--- src/dgpc_pkg.sv ---
// Shared types and constants of the dual-gain pixel calibrator.
package dgpc_pkg;

   localparam int PIX_IN_W       = 11;
   localparam int SAMPLE_W       = 12;
   localparam int COEF_W         = 16;
   localparam int CAL_W          = 17;
   localparam int SLICE_NUM_W    = 5;
   localparam int THR_W          = 12;
   localparam int PED_FRAC       = 4;
   localparam int PROD_W         = CAL_W + COEF_W + 1;
   localparam int FRAC_SHIFT     = COEF_W;

   localparam int SLICES_DEFAULT = 32;
   localparam int PIXELS_DEFAULT = 2048;

   localparam logic [THR_W-1:0] THR_RESET = 12'hFFF;

   localparam logic MODE_LOAD  = 1'b0;
   localparam logic MODE_SLICE = 1'b1;

   typedef struct packed {
      logic                   mode;
      logic [PIX_IN_W-1:0]    pixel_index;
      logic [SAMPLE_W-1:0]    high_sample;
      logic [SAMPLE_W-1:0]    low_sample;
      logic                   last_slice;
      logic [COEF_W-1:0]      ped_high;
      logic [COEF_W-1:0]      ped_low;
      logic [COEF_W-1:0]      gain_high;
      logic [COEF_W-1:0]      gain_low;
   } req_type;

   typedef struct packed {
      logic signed [CAL_W-1:0] calibrated_value;
      logic                    used_high_gain;
      logic [SLICE_NUM_W-1:0]  slice_number;
      logic                    last_result;
   } rsp_type;

   typedef struct packed {
      logic [COEF_W-1:0] ped_high;
      logic [COEF_W-1:0] ped_low;
      logic [COEF_W-1:0] gain_high;
      logic [COEF_W-1:0] gain_low;
   } coef_type;

   typedef struct packed {
      logic                   capture;
      logic                   coef_write;
      logic                   coef_read;
      logic                   coef_latch;
      logic                   use_high;
      logic                   buf_write;
      logic [SLICE_NUM_W-1:0] buf_index;
      logic                   rd_valid;
      logic [SLICE_NUM_W-1:0] rd_index;
      logic                   rd_last;
   } cmd_type;

   typedef struct packed {
      logic is_slice;
      logic is_last;
      logic high_below;
   } status_type;

endpackage

--- src/dgpc_ctrl.sv ---
// Controller state machine of the dual-gain pixel calibrator.
module dgpc_ctrl #(
   parameter int SLICES = dgpc_pkg::SLICES_DEFAULT
) (
   input  logic                   clock,
   input  logic                   reset,
   input  logic                   start,
   output logic                   busy,
   input  dgpc_pkg::status_type   status,
   output dgpc_pkg::cmd_type      cmd
);
   import dgpc_pkg::*;

   localparam int CNT_W = $clog2(SLICES + 1);

   localparam logic [2:0] S_IDLE = 3'd0;
   localparam logic [2:0] S_RED1 = 3'd1;
   localparam logic [2:0] S_RED2 = 3'd2;
   localparam logic [2:0] S_EXEC = 3'd3;
   localparam logic [2:0] S_COEF = 3'd4;
   localparam logic [2:0] S_EMIT = 3'd5;

   logic [2:0]       state_ff, state_in;
   logic [CNT_W-1:0] count_ff, count_in;
   logic [CNT_W-1:0] k_ff, k_in;
   logic             flag_ff, flag_in;

   always_comb begin
      state_in = state_ff;
      count_in = count_ff;
      k_in     = k_ff;
      flag_in  = flag_ff;
      cmd      = '0;
      cmd.use_high  = flag_ff;
      cmd.buf_index = SLICE_NUM_W'(count_ff);
      cmd.rd_index  = SLICE_NUM_W'(k_ff);
      cmd.rd_last   = (k_ff + CNT_W'(1)) == count_ff;
      unique case (state_ff)
         S_IDLE: begin
            if (start) begin
               cmd.capture = 1'b1;
               state_in    = S_RED1;
            end
         end
         S_RED1: state_in = S_RED2;
         S_RED2: state_in = S_EXEC;
         S_EXEC: begin
            if (status.is_slice) begin
               // drop slices past the buffer depth
               if (count_ff < CNT_W'(SLICES)) begin
                  cmd.buf_write = 1'b1;
                  count_in      = count_ff + CNT_W'(1);
                  if (!status.high_below) flag_in = 1'b0;
               end
               if (status.is_last) begin
                  cmd.coef_read = 1'b1;
                  state_in      = S_COEF;
               end else begin
                  state_in = S_IDLE;
               end
            end else begin
               cmd.coef_write = 1'b1;
               state_in       = S_IDLE;
            end
         end
         S_COEF: begin
            cmd.coef_latch = 1'b1;
            k_in           = '0;
            state_in       = S_EMIT;
         end
         S_EMIT: begin
            cmd.rd_valid = 1'b1;
            if (cmd.rd_last) begin
               count_in = '0;
               flag_in  = 1'b1;
               state_in = S_IDLE;
            end else begin
               k_in = k_ff + CNT_W'(1);
            end
         end
         default: state_in = S_IDLE;
      endcase
   end

   assign busy = state_ff != S_IDLE;

   always_ff @(posedge clock) begin
      if (reset) begin
         state_ff <= S_IDLE;
         count_ff <= '0;
         k_ff     <= '0;
         flag_ff  <= 1'b1;
      end else begin
         state_ff <= state_in;
         count_ff <= count_in;
         k_ff     <= k_in;
         flag_ff  <= flag_in;
      end
   end

endmodule

--- config.mk ---
export PLATFORM = sky130hd
export DESIGN_NAME = dgpc_ctrl
export DESIGN_NICKNAME = d
export VERILOG_FILES = /design/src/dgpc_pkg.sv /design/src/dgpc_ctrl.sv
export SDC_FILE = /design/constraint.sdc
export NUM_CORES = 1
export LEC_CHECK = 0
export BUFFER_PORTS_ARGS = -buffer_cell sky130_fd_sc_hd__buf_4
export CAP_MARGIN = 20
export CORE_ASPECT_RATIO = 1.4
export CORE_MARGIN = 3
export CORE_UTILIZATION = 52
export DETAILED_ROUTE_END_ITERATION = 6
export HOLD_SLACK_MARGIN = 0.1
export PLACE_DENSITY = 0.81
export SETUP_SLACK_MARGIN = 0.4
export SLEW_MARGIN = 20
export SYNTH_ARGS = -nofsm -noshare
export SYNTH_HDL_FRONTEND = slang
export SYNTH_SLANG_ARGS = --single-unit
--- constraint.sdc ---
create_clock -name clock -period 2.45 [get_ports clock]
set_input_delay 0.245 -clock clock [delete_from_list [all_inputs] [get_ports clock]]
set_output_delay 0.245 -clock clock [all_outputs]
set_load 0.01 [all_outputs]
==> results.yml <==
global_routing:
  grt_pass1_vias: 942
  antenna_found_initial: 0
  grt_pass1_wl_um: 4200
  gr-usage-all-layers_pct: 21.4
  gr-total-overflow: 0
  grt_max_degree: 14
route:
  dr.pass1.iters: 4
  drc_errors: 0
  drt_iter0_drc: 24
  wl_per_cell_um: 15.2
  wl_um: 2530
  final_antenna_net_count: 0
  vias_per_cell: 6.00
  vias: 996
power:
  p_total_mw: 0.506
  peakVddDrop_mv: 0.322
  leakagePower_nw: 0.509
  powerDensity_nw_per_um2: 400
cts:
  cts_buffers: 3
  clkTransAtPathRegs_ps: 100
  hold_buffers: 0
  cts_max_path_buffers: 2
  cts_root_buf: "clkbuf_4"
  cts_sinks: 16
  htreeDepth: 1
  cts_tree: "built"
  clock_latency_ps: 300
logic_synthesis:
  yosys-top-cells-count: "dfxtp_1, nand2_1, buf_4"
  syn-num-nets: 138
  ys_ff_latch: 16
  yosys_most_used_dff: "dfxtp_1"
  synth_warnings: 0
  synth_cells: 130
  async_flop_share_pct: 0
  synth-edff-count: 0
  synth_top_area_share_pct: 30.4
  avgSynthCellArea_um2: 8.11
  synthTopCellsByArea: "dfxtp_1, buf_4, nand2_1"
  post-synth-top-area-cell: "dfxtp_1"
  synth_area_um2: 1050
  yosysUniqueCellTypes: 38
  synth.most_common_cell: "dfxtp_1"
  yosysSeqAreaShare_pct: 30.4
finish:
  drive_above_1_share_pct: 33.6
  n_antenna_cell: 0
  fin_nets: 155
  post-route-util_pct: 68.5
  final-seq-area_um2: 340
  multi_input_comb_area_um2: 612
  area_growth_pct: 19.9
  fill_cells: 165
sta:
  period_minus_slack_ps: 2140
  worst_slew_pin_slew_ps: 388
  max_freq_mhz: 468
  hold_viol: 0
  final-setup-viol-count: 0
  slew-limit-headroom_pct: 74.2
  slew_viol_final: 0
  fin_crit_sh_pct: 87.2
  tns_ps: 0
  rsz0062_at_grt: "true"
  skew_ps: 5.90
min_path:
  hp-class: "input pin to flop"
placed_design:
  place.port_buffers: 24
  dp_hpwl_um: 1730
  gp_congestion: 0.821
worst_setup_path:
  worstPathMaxFanout: 6
  arrival_ps: 1890
  cp.required_ps: 2200
  path_class: "flop to output pin"
  end_kind: "output pin"
  crit_path_start_kind: "flop"
  cp_slowest_cell: "or3_4"
  cp_cell_sequence: "nand4_1, or3_4, a2111oi_4, and2_4, buf_4"
  cpPeakStageDelay_ps: 400
  reg2reg_slack_ps: 380
floorplanning:
  initial_core_util_pct: 57.1
  core-area_um2: 1850
  die_w_um: 44.1
  die_area_um2: 2610
  die_height_um: 59.3
  ios: 25
  rows: 18
outcome:
  status: "finished clean"
run:
  max_cap_violations: 0
==> report_power, final <==
part           total (mW)  switching (mW)  leakage [nW]  internal, mW
Combinational      0.0525          0.0259         0.354        0.0266
Sequential          0.271          0.0103         0.134         0.260
Clock               0.183          0.0922        0.0210        0.0907
==> layer usage <==
metal  wire, um  vias to the layer above  global-route usage [%]
met1       1070                      467                    25.4
met3        138                        6                    2.13
li1           -                      489                       -
met4         53                        0                    9.91
met5          0                        -                       0
met2       1260                       34                    37.7
==> path summary, 6_finish.rpt <==
| check | from | endpoint | depth (start not counted) |
|---|---|---|---|
| setup / recovery | k_ff[1]$_SDFFE_PP0P_ | cmd[0] | 5 |
| hold / removal | status[0] | flag_ff$_SDFFE_PP1P_ | 3 |
| setup reg to reg | k_ff[1]$_SDFFE_PP0P_ | k_ff[2]$_SDFFE_PP0P_ | 9 |
| hold reg to reg | k_ff[4]$_SDFFE_PP0P_ | k_ff[4]$_SDFFE_PP0P_ | 2 |
==> cell families after synthesis <==
logic type,share of synthesized area (%)
adders and majority gates,2.37
buffers and inverters,13.8
xor gates and xnor gates,6.64
DFF,30.4
muxes,0.949
AOI/OAI and AO/OA,21.0
and+or+nand+nor,24.9
==> placed cells by master, fill, tap and decap left out, drive strengths merged, types with 5 or more instances in the layout <==
cell type,count
a21oi,7
o21ai,5
buf,30
dfxtp,16
inv,6
xnor2,5
nor2,5
or3,6
nand2,13
nand3,7
==> metrics by stage <==
step	cell area, um2	setup slack, ps	std cells	hold WS, ps
final	1260	313	166	201
after global routing	1260	249	166	229
after CTS	1250	355	165	205
after detailed placement	1140	267	156	502
after global placement	1140	376	156	488
after floorplan	1060	416	130	324
==> registers in the layout, indices dropped and copies added (netlist names) <==
name	cells
count_ff	6
k_ff	6
state_ff	3
flag_ff	1
==> worst max-delay path, delay by kind of cell, from the launching register on <==
family                 cells  cell delay (ps)
DFF                        1              390
AOI/OAI and AO/OA          1              350
and+or+nand+nor            3              740
buffers and inverters      1              120
==> cell type report <==
cell class	count	share of cell area (%)
sequential	16	26.9
inverter	6	1.78
tap	20	1.98
multi-input combinational	90	48.4
timing repair buffer	30	18.1
clock buffer	4	2.87
==> timing repair <==
action / in CTS / in global routing
pin swaps: 3 / 0
gates cloned: 0 / 0
buffers inserted: 5 / 1
hold endpoints to repair: 0 / 0
gates resized for setup: 12 / 2
setup endpoints to repair: 13 / 8
No activity file was read; power rests on OpenSTA's default activity.
